`config.mk`:
```
export PLATFORM = sky130hd
export DESIGN_NAME = max_priority_queue_fifo_ties_flat
export DESIGN_NICKNAME = d
export VERILOG_FILES = /design/src/rtl/pqft_pkg.sv /design/src/rtl/pqft_if.sv /design/src/rtl/pqft_cell.sv /design/src/rtl/max_priority_queue_fifo_ties.sv /design/src/flat_wrapper.sv
export VERILOG_INCLUDE_DIRS = /design/src /design/src/rtl
export SDC_FILE = /design/constraint.sdc
export NUM_CORES = 2
export LEC_CHECK = 0
export BUFFER_PORTS_ARGS = -buffer_cell sky130_fd_sc_hd__buf_2
export CORE_MARGIN = 1
export CORE_UTILIZATION = 54
export CTS_CLUSTER_SIZE = 30
export DETAILED_ROUTE_END_ITERATION = 6
export PLACE_DENSITY = 0.7
export SLEW_MARGIN = 20
export SYNTH_ARGS = -nofsm -noshare
export SYNTH_HDL_FRONTEND = slang
export SYNTH_HIERARCHICAL = 1
export SYNTH_SLANG_ARGS = --single-unit
```
`constraint.sdc`:
```
create_clock -name i_clk -period 6.6 [get_ports i_clk]
set_clock_uncertainty 0.15 [all_clocks]
set_input_delay 0.33 -clock i_clk [delete_from_list [all_inputs] [get_ports i_clk]]
set_output_delay 0.33 -clock i_clk [all_outputs]
set_load 0.005 [all_outputs]
```
`src/rtl/max_priority_queue_fifo_ties_macros.svh`:
```
// Assertion macros for the priority queue RTL.
// Depends on i_clk and i_rst_n being visible at the point of use.
`ifndef MAX_PRIORITY_QUEUE_FIFO_TIES_MACROS_SVH
`define MAX_PRIORITY_QUEUE_FIFO_TIES_MACROS_SVH

`ifndef NO_ASSERTIONS

// Same-cycle implication
`define PQFT_ASSERT_NOW(label, ante, cons) \
    label: assert property (@(posedge i_clk) disable iff (!i_rst_n) (ante) |-> (cons)) \
        else $error("pqft assertion failed");

// Next-cycle implication
`define PQFT_ASSERT_NEXT(label, ante, cons) \
    label: assert property (@(posedge i_clk) disable iff (!i_rst_n) (ante) |=> (cons)) \
        else $error("pqft assertion failed");

`else

`define PQFT_ASSERT_NOW(label, ante, cons)
`define PQFT_ASSERT_NEXT(label, ante, cons)

`endif

`endif

```
`src/rtl/pqft_pkg.sv`:
```
// Shared constants, codes and types of the priority queue.
// No dependencies.
package pqft_pkg;

    localparam int DEPTH  = 16;
    localparam int IDX_W  = (DEPTH > 1) ? $clog2(DEPTH) : 1;
    localparam int CNT_W  = $clog2(DEPTH + 1);
    localparam int DATA_W = 32;
    localparam int PRIO_W = 8;
    localparam int STAT_W = 2;
    localparam int OCC_W  = 5;

    // command codes
    localparam logic CMD_INSERT = 1'b0;
    localparam logic CMD_REMOVE = 1'b1;

    // status codes
    localparam logic [STAT_W-1:0] ST_INSERTED  = 2'd0;
    localparam logic [STAT_W-1:0] ST_REMOVED   = 2'd1;
    localparam logic [STAT_W-1:0] ST_UNDERFLOW = 2'd2;
    localparam logic [STAT_W-1:0] ST_FULL      = 2'd3;

    // contents of one slot
    typedef struct packed {
        logic [PRIO_W-1:0]        prio;
        logic signed [DATA_W-1:0] data;
    } t_slot;

    // running best entry handed along the cell chain
    typedef struct packed {
        logic                     any;
        logic [PRIO_W-1:0]        prio;
        logic [IDX_W-1:0]         idx;
        logic signed [DATA_W-1:0] data;
    } t_carry;

    // control broadcast to every cell
    typedef struct packed {
        logic             wr_ins;
        logic             shift;
        logic [IDX_W-1:0] best_idx;
        logic [CNT_W-1:0] count;
    } t_cell_ctl;

    // one result word
    typedef struct packed {
        logic [STAT_W-1:0]        status;
        logic signed [DATA_W-1:0] data;
        logic [PRIO_W-1:0]        prio;
        logic [OCC_W-1:0]         occ;
    } t_rsp;

endpackage

```
`src/rtl/pqft_if.sv`:
```
// Valid/ready channel interfaces for request and response words.
// Depends on pqft_pkg.
interface pqft_req_if import pqft_pkg::*; ();
    logic                     valid;
    logic                     ready;
    logic                     cmd;
    logic signed [DATA_W-1:0] item_data;
    logic [PRIO_W-1:0]        item_priority;

    modport source (output valid, cmd, item_data, item_priority, input ready);
    modport sink   (input valid, cmd, item_data, item_priority, output ready);
endinterface

interface pqft_rsp_if import pqft_pkg::*; ();
    logic                     valid;
    logic                     ready;
    logic [STAT_W-1:0]        status;
    logic signed [DATA_W-1:0] out_data;
    logic [PRIO_W-1:0]        out_priority;
    logic [OCC_W-1:0]         occupancy;

    modport source (output valid, status, out_data, out_priority, occupancy, input ready);
    modport sink   (input valid, status, out_data, out_priority, occupancy, output ready);
endinterface

```
`src/rtl/pqft_cell.sv`:
```
// One queue slot: holds an entry, folds it into the running maximum,
// and takes the insert word or its right neighbor on removal. Depends on pqft_pkg.
module pqft_cell import pqft_pkg::*; (
    input  logic             i_clk,
    input  logic [IDX_W-1:0] i_index,
    input  t_cell_ctl        i_ctl,
    input  t_slot            i_ins_slot,
    input  t_slot            i_next_slot,
    input  t_carry           i_carry,
    output t_carry           o_carry,
    output t_slot            o_slot
);

    t_slot  r_slot;
    t_slot  n_slot;
    t_carry r_carry;
    t_carry n_carry;
    logic   w_valid;

    // slot holds a live entry when its position is below the count
    assign w_valid = (CNT_W'(i_index) < i_ctl.count);

    // running max; strict compare keeps the older entry on a tie
    always_comb begin
        n_carry = i_carry;
        if (w_valid && (!i_carry.any || (r_slot.prio > i_carry.prio))) begin
            n_carry.any  = 1'b1;
            n_carry.prio = r_slot.prio;
            n_carry.idx  = i_index;
            n_carry.data = r_slot.data;
        end
    end

    // append at tail, or close the gap at and after the removed slot
    always_comb begin
        n_slot = r_slot;
        if (i_ctl.wr_ins && (CNT_W'(i_index) == i_ctl.count)) begin
            n_slot = i_ins_slot;
        end else if (i_ctl.shift && (i_index >= i_ctl.best_idx)) begin
            n_slot = i_next_slot;
        end
    end

    always_ff @(posedge i_clk) begin
        r_slot  <= n_slot;
        r_carry <= n_carry;
    end

    assign o_carry = r_carry;
    assign o_slot  = r_slot;

endmodule

```
`src/rtl/max_priority_queue_fifo_ties.sv`:
```
// Max priority queue with oldest-first ties, built as a chain of slot cells.
// Insert, full and underflow: the result passes the pending and output registers.
// Remove: the running maximum ripples through the DEPTH-cell chain, then the result
// passes the same registers. A new request is taken only when idle with pending empty.
// Reset (i_rst_n low, synchronous) empties the queue and drops pending results.
// Depends on pqft_pkg, pqft_if, pqft_cell and the assertion macro header.
`include "max_priority_queue_fifo_ties_macros.svh"

module max_priority_queue_fifo_ties import pqft_pkg::*; (
    input  logic          i_clk,
    input  logic          i_rst_n,
    pqft_req_if.sink      i_req,
    pqft_rsp_if.source    o_rsp
);

    localparam logic S_IDLE = 1'b0;
    localparam logic S_SCAN = 1'b1;
    localparam logic [CNT_W-1:0] SCAN_END = CNT_W'(DEPTH);
    localparam logic [CNT_W-1:0] FULL_CNT = CNT_W'(DEPTH);

    logic             r_state,  n_state;
    logic [CNT_W-1:0] r_scan,   n_scan;
    logic [CNT_W-1:0] r_count,  n_count;
    logic             r_pend_v, n_pend_v;
    t_rsp             r_pend,   n_pend;
    logic             r_out_v,  n_out_v;
    t_rsp             r_out,    n_out;

    logic      w_accept;
    logic      w_scan_done;
    logic      w_move;
    t_cell_ctl w_ctl;
    t_slot     w_ins_slot;
    t_carry    w_carry [DEPTH+1];
    t_slot     w_slot  [DEPTH];

    assign i_req.ready = (r_state == S_IDLE) && !r_pend_v;
    assign w_accept    = i_req.valid && i_req.ready;
    assign w_scan_done = (r_state == S_SCAN) && (r_scan == SCAN_END);

    // broadcast control to the cells
    assign w_ctl.wr_ins   = w_accept && (i_req.cmd == CMD_INSERT) && (r_count != FULL_CNT);
    assign w_ctl.shift    = w_scan_done;
    assign w_ctl.best_idx = w_carry[DEPTH].idx;
    assign w_ctl.count    = r_count;

    assign w_ins_slot.prio = i_req.item_priority;
    assign w_ins_slot.data = i_req.item_data;

    // cell chain
    assign w_carry[0] = '0;

    for (genvar gi = 0; gi < DEPTH; gi++) begin : g_cell
        t_slot w_next;
        if (gi == DEPTH - 1) begin : g_last
            assign w_next = w_slot[gi];
        end else begin : g_mid
            assign w_next = w_slot[gi+1];
        end
        pqft_cell u_cell (
            .i_clk       (i_clk),
            .i_index     (IDX_W'(gi)),
            .i_ctl       (w_ctl),
            .i_ins_slot  (w_ins_slot),
            .i_next_slot (w_next),
            .i_carry     (w_carry[gi]),
            .o_carry     (w_carry[gi+1]),
            .o_slot      (w_slot[gi])
        );
    end

    // sequencer: insert, full and underflow finish at accept, removes wait out the scan
    always_comb begin
        n_state = r_state;
        n_scan  = r_scan;
        n_count = r_count;
        n_pend  = r_pend;
        n_pend_v = r_pend_v;
        unique case (r_state)
            S_IDLE: begin
                if (w_accept) begin
                    n_pend.data = '0;
                    n_pend.prio = '0;
                    n_pend_v    = 1'b1;
                    if (i_req.cmd == CMD_INSERT) begin
                        if (r_count == FULL_CNT) begin
                            n_pend.status = ST_FULL;
                            n_pend.occ    = OCC_W'(r_count);
                        end else begin
                            n_count       = r_count + 1'b1;
                            n_pend.status = ST_INSERTED;
                            n_pend.occ    = OCC_W'(n_count);
                        end
                    end else if (r_count == '0) begin
                        n_pend.status = ST_UNDERFLOW;
                        n_pend.occ    = OCC_W'(r_count);
                    end else begin
                        n_pend_v = 1'b0;
                        n_state  = S_SCAN;
                        n_scan   = '0;
                    end
                end
            end
            S_SCAN: begin
                n_scan = r_scan + 1'b1;
                if (w_scan_done) begin
                    n_count       = r_count - 1'b1;
                    n_pend.status = ST_REMOVED;
                    n_pend.data   = w_carry[DEPTH].data;
                    n_pend.prio   = w_carry[DEPTH].prio;
                    n_pend.occ    = OCC_W'(n_count);
                    n_pend_v      = 1'b1;
                    n_state       = S_IDLE;
                end
            end
            default: n_state = S_IDLE;
        endcase

        // skid stage into the output register
        if (r_pend_v && w_move) begin
            n_pend_v = 1'b0;
        end
    end

    // output register
    assign w_move = !r_out_v || o_rsp.ready;

    always_comb begin
        n_out_v = r_out_v;
        n_out   = r_out;
        if (r_pend_v && w_move) begin
            n_out_v = 1'b1;
            n_out   = r_pend;
        end else if (r_out_v && o_rsp.ready) begin
            n_out_v = 1'b0;
        end
    end

    always_ff @(posedge i_clk) begin
        if (!i_rst_n) begin
            r_state  <= S_IDLE;
            r_scan   <= '0;
            r_count  <= '0;
            r_pend_v <= 1'b0;
            r_out_v  <= 1'b0;
        end else begin
            r_state  <= n_state;
            r_scan   <= n_scan;
            r_count  <= n_count;
            r_pend_v <= n_pend_v;
            r_out_v  <= n_out_v;
        end
    end

    always_ff @(posedge i_clk) begin
        r_pend <= n_pend;
        r_out  <= n_out;
    end

    assign o_rsp.valid        = r_out_v;
    assign o_rsp.status       = r_out.status;
    assign o_rsp.out_data     = r_out.data;
    assign o_rsp.out_priority = r_out.prio;
    assign o_rsp.occupancy    = r_out.occ;

    // checks
    `PQFT_ASSERT_NOW(a_count_bound, 1'b1, r_count <= FULL_CNT)
    `PQFT_ASSERT_NOW(a_scan_found, w_scan_done, w_carry[DEPTH].any)
    `PQFT_ASSERT_NEXT(a_remove_dec, w_scan_done, r_count == $past(r_count) - 1'b1)
    `PQFT_ASSERT_NEXT(a_insert_inc, w_ctl.wr_ins, r_count == $past(r_count) + 1'b1)

endmodule
```
`src/flat_wrapper.sv`:
```
// flat-port wrapper written by rule: the top's interface ports become plain ports
module max_priority_queue_fifo_ties_flat import pqft_pkg::*;
  (i_clk, i_rst_n, i_req_valid, i_req_cmd, i_req_item_data, i_req_item_priority, i_req_ready, o_rsp_valid, o_rsp_status, o_rsp_out_data, o_rsp_out_priority, o_rsp_occupancy, o_rsp_ready);
  pqft_req_if i_req_i ();
  pqft_rsp_if o_rsp_i ();
  input  logic i_clk;
  input  logic i_rst_n;
  input wire logic [$bits(i_req_i.valid)-1:0] i_req_valid;
  input wire logic [$bits(i_req_i.cmd)-1:0] i_req_cmd;
  input wire logic [$bits(i_req_i.item_data)-1:0] i_req_item_data;
  input wire logic [$bits(i_req_i.item_priority)-1:0] i_req_item_priority;
  output wire logic [$bits(i_req_i.ready)-1:0] i_req_ready;
  output wire logic [$bits(o_rsp_i.valid)-1:0] o_rsp_valid;
  output wire logic [$bits(o_rsp_i.status)-1:0] o_rsp_status;
  output wire logic [$bits(o_rsp_i.out_data)-1:0] o_rsp_out_data;
  output wire logic [$bits(o_rsp_i.out_priority)-1:0] o_rsp_out_priority;
  output wire logic [$bits(o_rsp_i.occupancy)-1:0] o_rsp_occupancy;
  input wire logic [$bits(o_rsp_i.ready)-1:0] o_rsp_ready;
  assign i_req_i.valid = i_req_valid;
  assign i_req_i.cmd = i_req_cmd;
  assign i_req_i.item_data = i_req_item_data;
  assign i_req_i.item_priority = i_req_item_priority;
  assign i_req_ready = i_req_i.ready;
  assign o_rsp_valid = o_rsp_i.valid;
  assign o_rsp_status = o_rsp_i.status;
  assign o_rsp_out_data = o_rsp_i.out_data;
  assign o_rsp_out_priority = o_rsp_i.out_priority;
  assign o_rsp_occupancy = o_rsp_i.occupancy;
  assign o_rsp_i.ready = o_rsp_ready;
  max_priority_queue_fifo_ties u_core (.i_clk(i_clk), .i_rst_n(i_rst_n), .i_req(i_req_i), .o_rsp(o_rsp_i));
endmodule
```
==> out/metrics.csv <==
metric,value,unit
clock-root-buffer,sky130_fd_sc_hd__clkbuf_16,
grt_max_degree,75,
final_cell_count_no_fill,6032,
outcome,completed,
drcViolationCount,0,
drt_pass1_iterations,5,
cp_num_buf_inv,2,
syn_area,61800,sq um
timing.max_slew.rel_slack,0.264,
r2r_cells,8,
worst_hold_path.num_cells,2,
area_growth,11.8,%
grt-busiest-layer,met2,
drive_gt1_frac,0.387,
slowest_stage,sky130_fd_sc_hd__dfxtp_1,
worst_min_delay_path_category,in -> reg,
cpPeakStageDelay,1010,ps
worstHoldEndpoint,u_core/g_cell[15].u_cell/o_slot[23],
initial_core_util,0.547,
post-cts-setup-buffers,0,
reg2reg_setup_slack,1690,ps
layout.filler_cells,8559,
postSynthAreaPerCell,15.3,sq um
grt_first_pass_wirelength,191000,um
cells_after_synthesis,4030,
fp.dieArea,116000,sq um
fp.dieH,340,um
initialDrtViolationCount,1608,
routed_len_inst,19.8,um
fp.dieW,340,um
end_kind,register,
crit_start_category,register,
core.rowCount,123,
cts_num_sinks,1466,
route.detailed.vias_per_inst,5.23,
worstHoldStart,i_req_item_data[23],
num-nets-final,4711,
period_share,0.743,
static-leakage-power,27.4,nW
groute.layer.met2.usage,0.369,
cp_data_arrival_time,5100,ps
initial_antenna_violation_count,0,
multi_input_area,24000,sq um
finalWorstPathRequiredPeriod,4910,ps
rsz_0062_raised_after_global_routing,false,
cp_cell_sequence,inv_1 -> ha_1 -> nand4bb_1 -> and2_1 -> nand3_1 -> nor2_4 -> buf_4 -> a21o_2,
overflow,0,
max_freq,0.204,GHz
area_after_detailed_placement,64400,sq um
maxCapViolations,0,
cp_data_required_time,6790,ps
irDropWorstVdd,0.000210,V
design.portCount,94,
ff_latch_area,36700,sq um
routed_wl,120000,um
place.detailed.hpwl,84200,um
floorplan.core_area,113000,sq um
vias,31544,
route.antenna.remaining_nets,0,
grtUsageMet3,0.0291,
cts_tree,built,
final_hold_viol_count,0,
worst-slew-pin-transition,1100,ps
timing.final.ws_setup,1690,ps
setup_violations,0,
synthesis.yosys.warnings,6,
placer_congestion,0.792,
timing_worst_setup_path_type,reg -> reg,
placement.setup.worst_slack,1580,ps
cts-buffers-inserted,149,
design_area,69100,sq um
dp.cells,5750,
power_density,353,nW/um^2
clock_path_buffers,3,
grt_use_met1,0.266,
crit_family,simple AND/OR/NAND/NOR gates,
clk_pin_slew,60,ps
post_cts_resize_count,0,
final.setup.tns,0,ps
slew_violations,0,
timing.rr.end,u_core/g_cell[15].u_cell/o_slot[15],
critPathMaxFanout,41,
crit-reg2reg-launch,u_core/r_count[0],
grt_usage,0.210,
cts_htree_levels,4,
numPortBuffers,93,
first_global_vias,33724,
clk-insertion-delay-late,740,ps
## placed cells by master (no fill, tap or decap), drive strengths merged, types with 36 or more instances in the layout
cell type,n
a21o,65
a21oi,73
and2,43
buf,132
clkbuf,209
clkinv,56
conb,230
dfxtp,732
edfxtp,734
ha,260
inv,287
mux2,1344
nand2b,36
nand3,38
nor2,48
## layer usage
metal / wire, um / vias up
li1: - / 15250
met2: 61100 / 411
met4: 2910 / 0
met5: 0 / -
met1: 52200 / 15702
met3: 3420 / 181
## power breakdown
group / switching [W] / internal (W) / total, W
sequential: 0.000693 / 0.0114 / 0.0120
combinational: 0.00181 / 0.00252 / 0.00433
clock: 0.00345 / 0.00459 / 0.00803
total: 0.00595 / 0.0185 / 0.0244
## stage by stage
step | util | power [W] | hold slack [ps]
2_1_floorplan | - | 0.0155 | 250
3_3_place_gp | 0.570 | 0.0165 | 254
3_5_place_dp | 0.570 | 0.0166 | 255
4_1_cts | 0.612 | 0.0247 | 35.4
5_1_grt | 0.612 | 0.0256 | 53.5
6_report | 0.612 | 0.0244 | 62.9
## cell type report
type / instances / area share
clock buffers: 209 / 0.0609
clock inverters: 67 / 0.00682
diodes: 1 / 0.0000362
well taps: 1500 / 0.0271
repair buffers: 137 / 0.0119
multi-input cells: 2370 / 0.347
flip-flops and latches: 1466 / 0.531
inverters: 282 / 0.0153
## what timing repair did
action                     CTS  global route
hold buffers                 5             0
hold endpoints to repair    15             0
setup endpoints to repair    0             0
## flip-flops by register name (all words and copies together) (netlist names)
signal / flops
u_core/r_pend_v: 1
u_core/r_state: 1
u_core/r_count: 5
u_core/o_rsp.out_priority: 8
u_core/o_rsp.valid: 1
u_core/o_rsp.occupancy: 5
u_core/g_cell.u_cell/o_slot: 640
u_core/o_rsp.out_data: 32
u_core/o_rsp.status: 2
u_core/g_cell.u_cell/o_carry: 719
u_core/r_pend: 47
u_core/r_scan: 5
## worst max-delay path by stage
stage / start / endpoint / slack [ps] / cells past startpoint
after floorplan: u_core/r_count[0] / u_core/g_cell[0].u_cell/o_slot[0] / 2960 / 8
after global placement: u_core/r_count[0] / u_core/g_cell[15].u_cell/o_slot[11] / 1790 / 8
after detailed placement: u_core/r_count[0] / u_core/g_cell[15].u_cell/o_slot[19] / 1580 / 8
after CTS: u_core/r_count[0] / u_core/g_cell[15].u_cell/o_slot[15] / 1630 / 8
after global routing: u_core/r_count[0] / u_core/g_cell[15].u_cell/o_slot[11] / 1390 / 8
final: u_core/r_count[0] / u_core/g_cell[15].u_cell/o_slot[15] / 1690 / 8
No activity file was read; power rests on OpenSTA's default activity.
